## config.mk

```make
export PLATFORM = sky130hd
export DESIGN_NAME = thermal_proportional_speed_controller
export DESIGN_NICKNAME = d
export VERILOG_FILES = /design/src/sv/tpsc_pkg.sv /design/src/sv/tpsc_mul.sv /design/src/sv/tpsc_csr.sv /design/src/sv/thermal_proportional_speed_controller.sv
export SDC_FILE = /design/constraint.sdc
export NUM_CORES = 2
export LEC_CHECK = 0
export BUFFER_PORTS_ARGS = -buffer_cell sky130_fd_sc_hd__buf_4
export CAP_MARGIN = 20
export CORE_MARGIN = 10
export CORE_UTILIZATION = 55
export CTS_CLUSTER_DIAMETER = 60
export DETAILED_ROUTE_END_ITERATION = 12
export PLACE_DENSITY = 0.75
export SLEW_MARGIN = 20
export SYNTH_ARGS = -nofsm -noshare
export SYNTH_HDL_FRONTEND = slang
export SYNTH_HIERARCHICAL = 1
export SYNTH_SLANG_ARGS = --single-unit
```

## constraint.sdc

```tcl
create_clock -name clock -period 14.5 [get_ports clock]
set_input_delay 3.625 -clock clock [delete_from_list [all_inputs] [get_ports clock]]
set_output_delay 3.625 -clock clock [all_outputs]
set_load 0.02 [all_outputs]
```

## src/sv/tpsc_pkg.sv

```systemverilog
// Shared types, constants and register codes for the thermal speed controller.
package tpsc_pkg;

   localparam int TEMP_W     = 8;
   localparam int SETPOINT_W = 12;
   localparam int GAIN_W     = 16;
   localparam int LIMIT_W    = 8;
   localparam int STEP_W     = 10;
   localparam int SPEED_W    = 10;
   localparam int FMAX_W     = 16;
   localparam int FREQ_W     = 16;
   localparam int MEAS_W     = 13;
   localparam int ERR_W      = 14;
   localparam int CHG_W      = 9;
   localparam int HI_W       = 16;
   localparam int CLAMP_W    = 17;
   localparam int SPD_W      = 21;
   localparam int RES_W      = 16;
   localparam int FPROD_W    = 26;
   localparam int QUOT_W     = 17;
   localparam int REM_W      = 27;
   localparam int MUL_A_W    = 27;
   localparam int MUL_B_W    = 16;
   localparam int MUL_P_W    = 44;
   localparam int CSR_IDX_W  = 3;
   localparam int CSR_DATA_W = 16;

   localparam int RECIP_SHIFT = 24;

   localparam logic [MEAS_W-1:0]  STALE_OFFSET = 13'd10;
   localparam logic [MUL_B_W-1:0] RECIP_MULT   = 16'd16777;
   localparam logic [MUL_B_W-1:0] FREQ_DIV     = 16'd1000;
   localparam logic [REM_W-1:0]   FREQ_DIV_REM = 27'd1000;

   localparam logic [SETPOINT_W-1:0] SETPOINT_RST    = 12'd850;
   localparam logic [GAIN_W-1:0]     GAIN_RST        = 16'd0;
   localparam logic [LIMIT_W-1:0]    STEP_LIMIT_RST  = 8'd1;
   localparam logic [STEP_W-1:0]     STEP_SIZE_RST   = 10'd1;
   localparam logic [SPEED_W-1:0]    SPEED_CEIL_RST  = 10'd1000;
   localparam logic [SPEED_W-1:0]    SPEED_FLOOR_RST = 10'd0;
   localparam logic [FMAX_W-1:0]     FMAX_RST        = 16'd0;

   typedef enum logic [CSR_IDX_W-1:0] {
      CSR_SETPOINT    = 3'd0,
      CSR_GAIN        = 3'd1,
      CSR_STEP_LIMIT  = 3'd2,
      CSR_STEP_SIZE   = 3'd3,
      CSR_SPEED_CEIL  = 3'd4,
      CSR_SPEED_FLOOR = 3'd5,
      CSR_FMAX        = 3'd6
   } csr_index_type;

   typedef enum logic [3:0] {
      S_IDLE,
      S_ERR,
      S_CLAMP,
      S_DELTA,
      S_SPEED,
      S_FREQ,
      S_RECIP,
      S_BACK,
      S_DONE
   } state_type;

   typedef struct packed {
      logic [TEMP_W-1:0] temperature;
      logic              reading_stale;
   } req_type;

   typedef struct packed {
      logic [SPEED_W-1:0] speed_out;
      logic [FREQ_W-1:0]  freq_out;
      logic               at_setpoint;
   } rsp_type;

   typedef struct packed {
      logic [SETPOINT_W-1:0] setpoint;
      logic [GAIN_W-1:0]     gain;
      logic [LIMIT_W-1:0]    step_limit;
      logic [STEP_W-1:0]     step_size;
      logic [SPEED_W-1:0]    speed_ceil;
      logic [SPEED_W-1:0]    speed_floor;
      logic [FMAX_W-1:0]     fmax;
   } cfg_type;

endpackage

```

## src/sv/tpsc_mul.sv

```systemverilog
// Shared signed-by-unsigned multiplier with registered product.
module tpsc_mul (
   input  logic                                 clock,
   input  logic signed [tpsc_pkg::MUL_A_W-1:0]  mul_a,
   input  logic        [tpsc_pkg::MUL_B_W-1:0]  mul_b,
   output logic signed [tpsc_pkg::MUL_P_W-1:0]  prod
);

   logic signed [tpsc_pkg::MUL_P_W-1:0] prod_in;
   logic signed [tpsc_pkg::MUL_P_W-1:0] prod_ff;
   logic signed [tpsc_pkg::MUL_B_W:0]   b_ext;

   assign b_ext   = signed'({1'b0, mul_b});
   assign prod_in = mul_a * b_ext;
   assign prod    = prod_ff;

   always_ff @(posedge clock) begin
      prod_ff <= prod_in;
   end

endmodule

```

## src/sv/tpsc_csr.sv

```systemverilog
// Configuration register file for the thermal speed controller.
module tpsc_csr (
   input  logic                               clock,
   input  logic                               reset,
   input  logic                               csr_valid,
   output logic                               csr_ready,
   input  logic [tpsc_pkg::CSR_IDX_W-1:0]     csr_index,
   input  logic [tpsc_pkg::CSR_DATA_W-1:0]    csr_data,
   output tpsc_pkg::cfg_type                  cfg
);

   tpsc_pkg::cfg_type cfg_ff;
   tpsc_pkg::cfg_type cfg_in;

   assign csr_ready = 1'b1;
   assign cfg       = cfg_ff;

   always_comb begin
      cfg_in = cfg_ff;
      if (csr_valid) begin
         case (csr_index)
            tpsc_pkg::CSR_SETPOINT:    cfg_in.setpoint    = csr_data[tpsc_pkg::SETPOINT_W-1:0];
            tpsc_pkg::CSR_GAIN:        cfg_in.gain        = csr_data[tpsc_pkg::GAIN_W-1:0];
            tpsc_pkg::CSR_STEP_LIMIT:  cfg_in.step_limit  = csr_data[tpsc_pkg::LIMIT_W-1:0];
            tpsc_pkg::CSR_STEP_SIZE:   cfg_in.step_size   = csr_data[tpsc_pkg::STEP_W-1:0];
            tpsc_pkg::CSR_SPEED_CEIL:  cfg_in.speed_ceil  = csr_data[tpsc_pkg::SPEED_W-1:0];
            tpsc_pkg::CSR_SPEED_FLOOR: cfg_in.speed_floor = csr_data[tpsc_pkg::SPEED_W-1:0];
            tpsc_pkg::CSR_FMAX:        cfg_in.fmax        = csr_data[tpsc_pkg::FMAX_W-1:0];
            default:                   cfg_in = cfg_ff;
         endcase
      end
   end

   always_ff @(posedge clock) begin
      if (reset) begin
         cfg_ff.setpoint    <= tpsc_pkg::SETPOINT_RST;
         cfg_ff.gain        <= tpsc_pkg::GAIN_RST;
         cfg_ff.step_limit  <= tpsc_pkg::STEP_LIMIT_RST;
         cfg_ff.step_size   <= tpsc_pkg::STEP_SIZE_RST;
         cfg_ff.speed_ceil  <= tpsc_pkg::SPEED_CEIL_RST;
         cfg_ff.speed_floor <= tpsc_pkg::SPEED_FLOOR_RST;
         cfg_ff.fmax        <= tpsc_pkg::FMAX_RST;
      end else begin
         cfg_ff <= cfg_in;
      end
   end

endmodule

```

## src/sv/thermal_proportional_speed_controller.sv

```systemverilog
// Thermal proportional speed controller top level: sequencer and datapath.
// Each accepted word is one control tick: the hottest temperature (or a stale flag) is
// compared with the setpoint, a proportional step with residue carry moves the speed
// request within the floor and ceiling limits (floor wins), and one result word returns
// the new speed, its frequency speed * fmax / 1000 (floor, saturated to 65535) and an
// at-setpoint flag. All products go one after another through a single 27 x 16
// multiplier, and the divide by 1000 is a reciprocal multiply plus one correction; a
// tick steps from ERR to DONE, skipping CLAMP, DELTA and SPEED at setpoint; the next
// word is accepted the cycle after the result is loaded into the output register, and a
// result still waiting there holds the sequencer in its last step. Configuration writes
// are always taken (csr_ready stays high); unknown indexes are dropped.
module thermal_proportional_speed_controller (
   input  logic                             clock,
   input  logic                             reset,
   input  logic                             req_valid,
   output logic                             req_ready,
   input  tpsc_pkg::req_type                req_data,
   output logic                             rsp_valid,
   input  logic                             rsp_ready,
   output tpsc_pkg::rsp_type                rsp_data,
   input  logic                             csr_valid,
   output logic                             csr_ready,
   input  logic [tpsc_pkg::CSR_IDX_W-1:0]   csr_index,
   input  logic [tpsc_pkg::CSR_DATA_W-1:0]  csr_data
);

   tpsc_pkg::cfg_type   cfg;
   tpsc_pkg::state_type state_ff;
   tpsc_pkg::state_type state_in;

   logic signed [tpsc_pkg::MUL_A_W-1:0] mul_a;
   logic        [tpsc_pkg::MUL_B_W-1:0] mul_b;
   logic signed [tpsc_pkg::MUL_P_W-1:0] prod;

   logic load_req;
   logic upd_chg;
   logic upd_speed;
   logic load_p;
   logic load_q0;
   logic load_rsp;

   logic signed [tpsc_pkg::ERR_W-1:0]   err_ff;
   logic signed [tpsc_pkg::ERR_W-1:0]   err_in;
   logic                                hold_ff;
   logic                                hold_in;
   logic signed [tpsc_pkg::CHG_W-1:0]   chg_ff;
   logic signed [tpsc_pkg::CHG_W-1:0]   chg_in;
   logic                                carry_ff;
   logic                                carry_in;
   logic        [tpsc_pkg::RES_W-1:0]   residue_ff;
   logic        [tpsc_pkg::RES_W-1:0]   residue_in;
   logic        [tpsc_pkg::SPEED_W-1:0] speed_ff;
   logic        [tpsc_pkg::SPEED_W-1:0] speed_in;
   logic        [tpsc_pkg::FPROD_W-1:0] p_ff;
   logic        [tpsc_pkg::FPROD_W-1:0] p_in;
   logic        [tpsc_pkg::QUOT_W-1:0]  q0_ff;
   logic        [tpsc_pkg::QUOT_W-1:0]  q0_in;
   logic                                rsp_valid_ff;
   logic                                rsp_valid_in;
   tpsc_pkg::rsp_type                   rsp_data_ff;
   tpsc_pkg::rsp_type                   rsp_data_in;

   logic        [tpsc_pkg::MEAS_W-1:0]  temp_ext;
   logic        [tpsc_pkg::MEAS_W-1:0]  temp_x10;
   logic        [tpsc_pkg::MEAS_W-1:0]  measured;
   logic        [tpsc_pkg::MEAS_W-1:0]  setpoint_ext;

   logic signed [tpsc_pkg::CLAMP_W-1:0] hi_ext;
   logic signed [tpsc_pkg::CLAMP_W-1:0] lim_pos;
   logic signed [tpsc_pkg::CLAMP_W-1:0] lim_neg;
   logic signed [tpsc_pkg::CLAMP_W-1:0] chg_wide;
   logic        [tpsc_pkg::RES_W:0]     res_sum;

   logic signed [tpsc_pkg::SPD_W-1:0]   spd_sum;
   logic signed [tpsc_pkg::SPD_W-1:0]   spd_hi;
   logic signed [tpsc_pkg::SPD_W-1:0]   spd_lo;
   logic signed [tpsc_pkg::SPD_W-1:0]   max_ext;
   logic signed [tpsc_pkg::SPD_W-1:0]   min_ext;
   logic signed [tpsc_pkg::SPD_W-1:0]   carry_step;

   logic        [tpsc_pkg::REM_W-1:0]   rem;
   logic        [tpsc_pkg::QUOT_W-1:0]  quot;

   tpsc_csr u_csr (
      .clock     (clock),
      .reset     (reset),
      .csr_valid (csr_valid),
      .csr_ready (csr_ready),
      .csr_index (csr_index),
      .csr_data  (csr_data),
      .cfg       (cfg)
   );

   tpsc_mul u_mul (
      .clock (clock),
      .mul_a (mul_a),
      .mul_b (mul_b),
      .prod  (prod)
   );

   assign req_ready = (state_ff == tpsc_pkg::S_IDLE);
   assign rsp_valid = rsp_valid_ff;
   assign rsp_data  = rsp_data_ff;

   // next state
   always_comb begin
      state_in = state_ff;
      case (state_ff)
         tpsc_pkg::S_IDLE:  if (req_valid) state_in = tpsc_pkg::S_ERR;
         tpsc_pkg::S_ERR:   state_in = hold_ff ? tpsc_pkg::S_FREQ : tpsc_pkg::S_CLAMP;
         tpsc_pkg::S_CLAMP: state_in = tpsc_pkg::S_DELTA;
         tpsc_pkg::S_DELTA: state_in = tpsc_pkg::S_SPEED;
         tpsc_pkg::S_SPEED: state_in = tpsc_pkg::S_FREQ;
         tpsc_pkg::S_FREQ:  state_in = tpsc_pkg::S_RECIP;
         tpsc_pkg::S_RECIP: state_in = tpsc_pkg::S_BACK;
         tpsc_pkg::S_BACK:  state_in = tpsc_pkg::S_DONE;
         tpsc_pkg::S_DONE:  if (!rsp_valid_ff || rsp_ready) state_in = tpsc_pkg::S_IDLE;
         default:           state_in = tpsc_pkg::S_IDLE;
      endcase
   end

   // sequencer outputs
   always_comb begin
      mul_a     = '0;
      mul_b     = '0;
      load_req  = 1'b0;
      upd_chg   = 1'b0;
      upd_speed = 1'b0;
      load_p    = 1'b0;
      load_q0   = 1'b0;
      load_rsp  = 1'b0;
      case (state_ff)
         tpsc_pkg::S_IDLE: begin
            load_req = req_valid;
         end
         tpsc_pkg::S_ERR: begin
            mul_a = tpsc_pkg::MUL_A_W'(err_ff);
            mul_b = cfg.gain;
         end
         tpsc_pkg::S_CLAMP: begin
            upd_chg = 1'b1;
         end
         tpsc_pkg::S_DELTA: begin
            mul_a = tpsc_pkg::MUL_A_W'(chg_ff);
            mul_b = tpsc_pkg::MUL_B_W'(cfg.step_size);
         end
         tpsc_pkg::S_SPEED: begin
            upd_speed = 1'b1;
         end
         tpsc_pkg::S_FREQ: begin
            mul_a = signed'(tpsc_pkg::MUL_A_W'(speed_ff));
            mul_b = cfg.fmax;
         end
         tpsc_pkg::S_RECIP: begin
            mul_a  = signed'(tpsc_pkg::MUL_A_W'(prod[tpsc_pkg::FPROD_W-1:0]));
            mul_b  = tpsc_pkg::RECIP_MULT;
            load_p = 1'b1;
         end
         tpsc_pkg::S_BACK: begin
            mul_a   = signed'(tpsc_pkg::MUL_A_W'(
               prod[tpsc_pkg::RECIP_SHIFT+tpsc_pkg::QUOT_W-1:tpsc_pkg::RECIP_SHIFT]));
            mul_b   = tpsc_pkg::FREQ_DIV;
            load_q0 = 1'b1;
         end
         tpsc_pkg::S_DONE: begin
            // hold the back product while the result register is busy
            mul_a    = signed'(tpsc_pkg::MUL_A_W'(q0_ff));
            mul_b    = tpsc_pkg::FREQ_DIV;
            load_rsp = !rsp_valid_ff || rsp_ready;
         end
         default: begin
            mul_a = '0;
         end
      endcase
   end

   // measured value and error
   assign temp_ext     = tpsc_pkg::MEAS_W'(req_data.temperature);
   assign temp_x10     = (temp_ext << 3) + (temp_ext << 1);
   assign setpoint_ext = tpsc_pkg::MEAS_W'(cfg.setpoint);
   assign measured     = req_data.reading_stale ? setpoint_ext + tpsc_pkg::STALE_OFFSET
                                                : temp_x10;
   assign err_in  = load_req ? signed'(tpsc_pkg::ERR_W'(setpoint_ext))
                               - signed'(tpsc_pkg::ERR_W'(measured))
                             : err_ff;
   assign hold_in = load_req ? (measured == setpoint_ext) : hold_ff;

   // step count clamp and residue carry
   assign hi_ext   = tpsc_pkg::CLAMP_W'(signed'(prod[2*tpsc_pkg::HI_W-1:tpsc_pkg::HI_W]));
   assign lim_pos  = signed'(tpsc_pkg::CLAMP_W'(cfg.step_limit));
   assign lim_neg  = -lim_pos;
   assign chg_wide = (hi_ext > lim_pos) ? lim_pos :
                     (hi_ext < lim_neg) ? lim_neg : hi_ext;
   assign res_sum  = {1'b0, residue_ff} + {1'b0, prod[tpsc_pkg::RES_W-1:0]};
   assign chg_in     = upd_chg ? chg_wide[tpsc_pkg::CHG_W-1:0] : chg_ff;
   assign residue_in = upd_chg ? res_sum[tpsc_pkg::RES_W-1:0] : residue_ff;
   assign carry_in   = upd_chg ? res_sum[tpsc_pkg::RES_W] : carry_ff;

   // speed update and saturation
   assign max_ext    = signed'(tpsc_pkg::SPD_W'(cfg.speed_ceil));
   assign min_ext    = signed'(tpsc_pkg::SPD_W'(cfg.speed_floor));
   assign carry_step = carry_ff ? signed'(tpsc_pkg::SPD_W'(cfg.step_size)) : '0;
   assign spd_sum    = signed'(tpsc_pkg::SPD_W'(speed_ff))
                       + signed'(prod[tpsc_pkg::SPD_W-1:0]) + carry_step;
   assign spd_hi     = (spd_sum > max_ext) ? max_ext : spd_sum;
   assign spd_lo     = (spd_hi < min_ext) ? min_ext : spd_hi;
   assign speed_in   = upd_speed ? spd_lo[tpsc_pkg::SPEED_W-1:0] : speed_ff;

   // divide by 1000: reciprocal estimate, then one correction
   assign p_in  = load_p ? prod[tpsc_pkg::FPROD_W-1:0] : p_ff;
   assign q0_in = load_q0
                ? prod[tpsc_pkg::RECIP_SHIFT+tpsc_pkg::QUOT_W-1:tpsc_pkg::RECIP_SHIFT]
                : q0_ff;
   assign rem   = tpsc_pkg::REM_W'(p_ff) - prod[tpsc_pkg::REM_W-1:0];
   assign quot  = q0_ff + tpsc_pkg::QUOT_W'(rem >= tpsc_pkg::FREQ_DIV_REM);

   always_comb begin
      rsp_data_in = rsp_data_ff;
      if (load_rsp) begin
         rsp_data_in.speed_out   = speed_ff;
         rsp_data_in.freq_out    = quot[tpsc_pkg::QUOT_W-1] ? '1
                                                           : quot[tpsc_pkg::FREQ_W-1:0];
         rsp_data_in.at_setpoint = hold_ff;
      end
   end

   assign rsp_valid_in = load_rsp ? 1'b1 : (rsp_ready ? 1'b0 : rsp_valid_ff);

   always_ff @(posedge clock) begin
      if (reset) begin
         state_ff     <= tpsc_pkg::S_IDLE;
         rsp_valid_ff <= 1'b0;
         residue_ff   <= '0;
         speed_ff     <= '0;
      end else begin
         state_ff     <= state_in;
         rsp_valid_ff <= rsp_valid_in;
         residue_ff   <= residue_in;
         speed_ff     <= speed_in;
      end
   end

   always_ff @(posedge clock) begin
      err_ff      <= err_in;
      hold_ff     <= hold_in;
      chg_ff      <= chg_in;
      carry_ff    <= carry_in;
      p_ff        <= p_in;
      q0_ff       <= q0_in;
      rsp_data_ff <= rsp_data_in;
   end

endmodule
```

==> results.txt <==
Design Power: 2.07 mW
CP Capture Point: u_mul/prod[38]$_DFF_P_
Pleak: 15.4 nW
Largest net degree at the start of global routing: 109
Net Count, Synth: 3963
Final hold viol count: 0
Worst-path maximum fanout: 36
Setup CP Type: flop to flop
Area Growth Syn to Fin: 6.20%
Postcts setup bufs: 0
Final Max Slew Viols: 0
Number of max-cap violations: 0
Syn avg cell area: 9.10 sq um
Root buf cell: clkbuf_16
Int Power: 1.36 mW
Syn. warnings: 6
GPL Wtd Cong: 0.956
Grt total ovfl: 0
Final TNS setup: 0 ps
DRC viols: 0
Overall Global Routing Usage: 25.0%
Avg Vias per Cell: 5.75
Crit end category: flop
Core ar.: 0.0538 sq mm
Die Ht: 253 um
Outcome: complete, no violations
Via count: 22865
Comb power frac: 27.8%
Fin crit share: 59.7%
Net switching power: 706 uW
Switching share of total power: 34.1%
Nets: 3934
Most common cell after layout, fill and taps aside: inv_1
Layout cells sized above 1: 5.22%
RSZ-0062 raised after global routing: no
Reg2reg end: u_mul/prod[38]$_DFF_P_
Minimum clock period: 8650 ps
Max Clk Rate: 116 MHz
Cell Pwr Density: 65.1 mW/mm^2
Die Span X: 253 um
Synthesized instance count: 3290
Starting Density: 55.6%
Initial antenna violation count: 3
Clk_lat worst skew: 550 ps
Max VDD drop: 0.0929 mV
Cts repair resizes: 0
Drt pass-1 iters: 6
Worst slew margin: 24.3%
DR iter-0 viols: 1884
Design Area, Final: 0.0318 sq mm
Global-route wire length before repair: 127000 um
Layout Cells excl Fill: 3976
Clock Power Share: 33.4%
Placed Cells: 3929
H-tree levels: 1
HPWL Detailed: 59900 um
Per-cell routed wire length: 19.8 um
IO Port Bufs: 61
Clock skew: 14.0 ps
Commonest cells after routing, fill and taps aside: 600 x inv_1, 421 x fa_1, 401 x nand2_1
CP Data Required Time: 14930 ps
Post-CTS Hold Fix Bufs: 0
Routed wire length: 78900 um
Site row count: 85
Worst setup startpoint: state_ff[3]$_SDFFE_PP0P_
Slew @ Worst Pin: 1130 ps
Final setup viols: 0
DIE AREA: 0.0642 sq mm
Worst EP arrival: 9080 ps
Clock Sinks: 249
Worst R2R Path Depth: 24
Worst reg-to-reg setup slack: 5850 ps
# IOs: 63
Placed Area: 0.0309 sq mm
CTS Buf Count: 25
Clock buffer depth: 3
Share of power burned in registers: 38.8%
Netlist Area Pre-Place: 0.0299 sq mm
Hold Path Class: flop to flop
Startpoint Class: flop
Antenna-violating nets left: 0
Vias in the first global route: 23045
Clk slew on worst S/H paths: 70 ps
Worst r2r src: state_ff[3]$_SDFFE_PP0P_
CTS tree: yes
[routing by layer]
layer / global-route usage, % / part of all wire [%] / vias to the layer above
met5: 0 / 0 / -
met1: 33.6 / 42 / 11459
met2: 41.3 / 48 / 797
met4: 6.38 / 2.7 / 0
met3: 3.82 / 7.7 / 152
li1: - / - / 10457
[sequential cells by signal, summed over array words and instances, names as in the netlist]
| signal | flops |
|---|---|
| rsp_valid | 1 |
| hold_ff | 1 |
| q0_ff | 17 |
| rsp_data | 27 |
| err_ff | 14 |
| speed_ff | 10 |
| residue_ff | 16 |
| p_ff | 26 |
| state_ff | 4 |
| u_csr/cfg | 82 |
| carry_ff | 1 |
| chg_ff | 9 |
| u_mul/prod | 41 |
[stage by stage]
step	setup WS [ps]	hold slack, ps	utilization (%)
finish	5850	451	59.1
global route	5520	456	59.1
CTS	5770	452	59.1
detailed placement	5800	433	57.5
global placement	5950	432	57.5
floorplan	6750	406	-
[final cells by class]
type                            instances  area, sq um
Inverter                              600         2250
Clock inverter                         14          175
Fill cell                            4678        22000
Tap cell                              696          871
Timing Repair Buffer                   91          687
Sequential cell                       249         5940
Antenna cell                            1         2.50
Clock buffer                           31          679
Multi-Input combinational cell       2294        21200
[critical path: stages (launching register included)]
cell,delay [ps]
dfxtp_1,680
nand2b_1,320
nor2_2,60
buf_4,260
a22oi_1,450
nand3_1,660
and2_1,440
fa_1,540
inv_1,60
fa_1,510
fa_1,520
inv_1,50
fa_1,460
fa_1,540
inv_1,60
fa_1,570
inv_1,50
ha_1,390
a21o_1,200
a31o_2,260
a211o_1,270
a21oi_1,460
o21ai_0,290
a211oi_1,310
nor2_1,80
[power groups by stage]
stage	registers (mW)	clock network, mW	logic, mW
after global routing	0.804	0.724	0.632
after detailed placement	0.816	0	0.565
after floorplan	0.789	0	0.435
after global placement	0.815	0	0.559
after CTS	0.800	0.695	0.569
final	0.802	0.692	0.576
[worst min path at each step]
| stage | start | endpoint | depth (start not counted) |
|---|---|---|---|
| final | u_mul/prod[33]$_DFF_P_ | q0_ff[9]$_DFFE_PP_ | 0 |
| after global routing | u_mul/prod[37]$_DFF_P_ | q0_ff[13]$_DFFE_PP_ | 0 |
| after CTS | u_mul/prod[37]$_DFF_P_ | q0_ff[13]$_DFFE_PP_ | 0 |
| after detailed placement | u_mul/prod[37]$_DFF_P_ | q0_ff[13]$_DFFE_PP_ | 0 |
| after global placement | u_mul/prod[39]$_DFF_P_ | q0_ff[15]$_DFFE_PP_ | 0 |
| after floorplan | u_mul/prod[16]$_DFF_P_ | p_ff[16]$_DFFE_PP_ | 0 |
(Power assumes the default switching activity.)
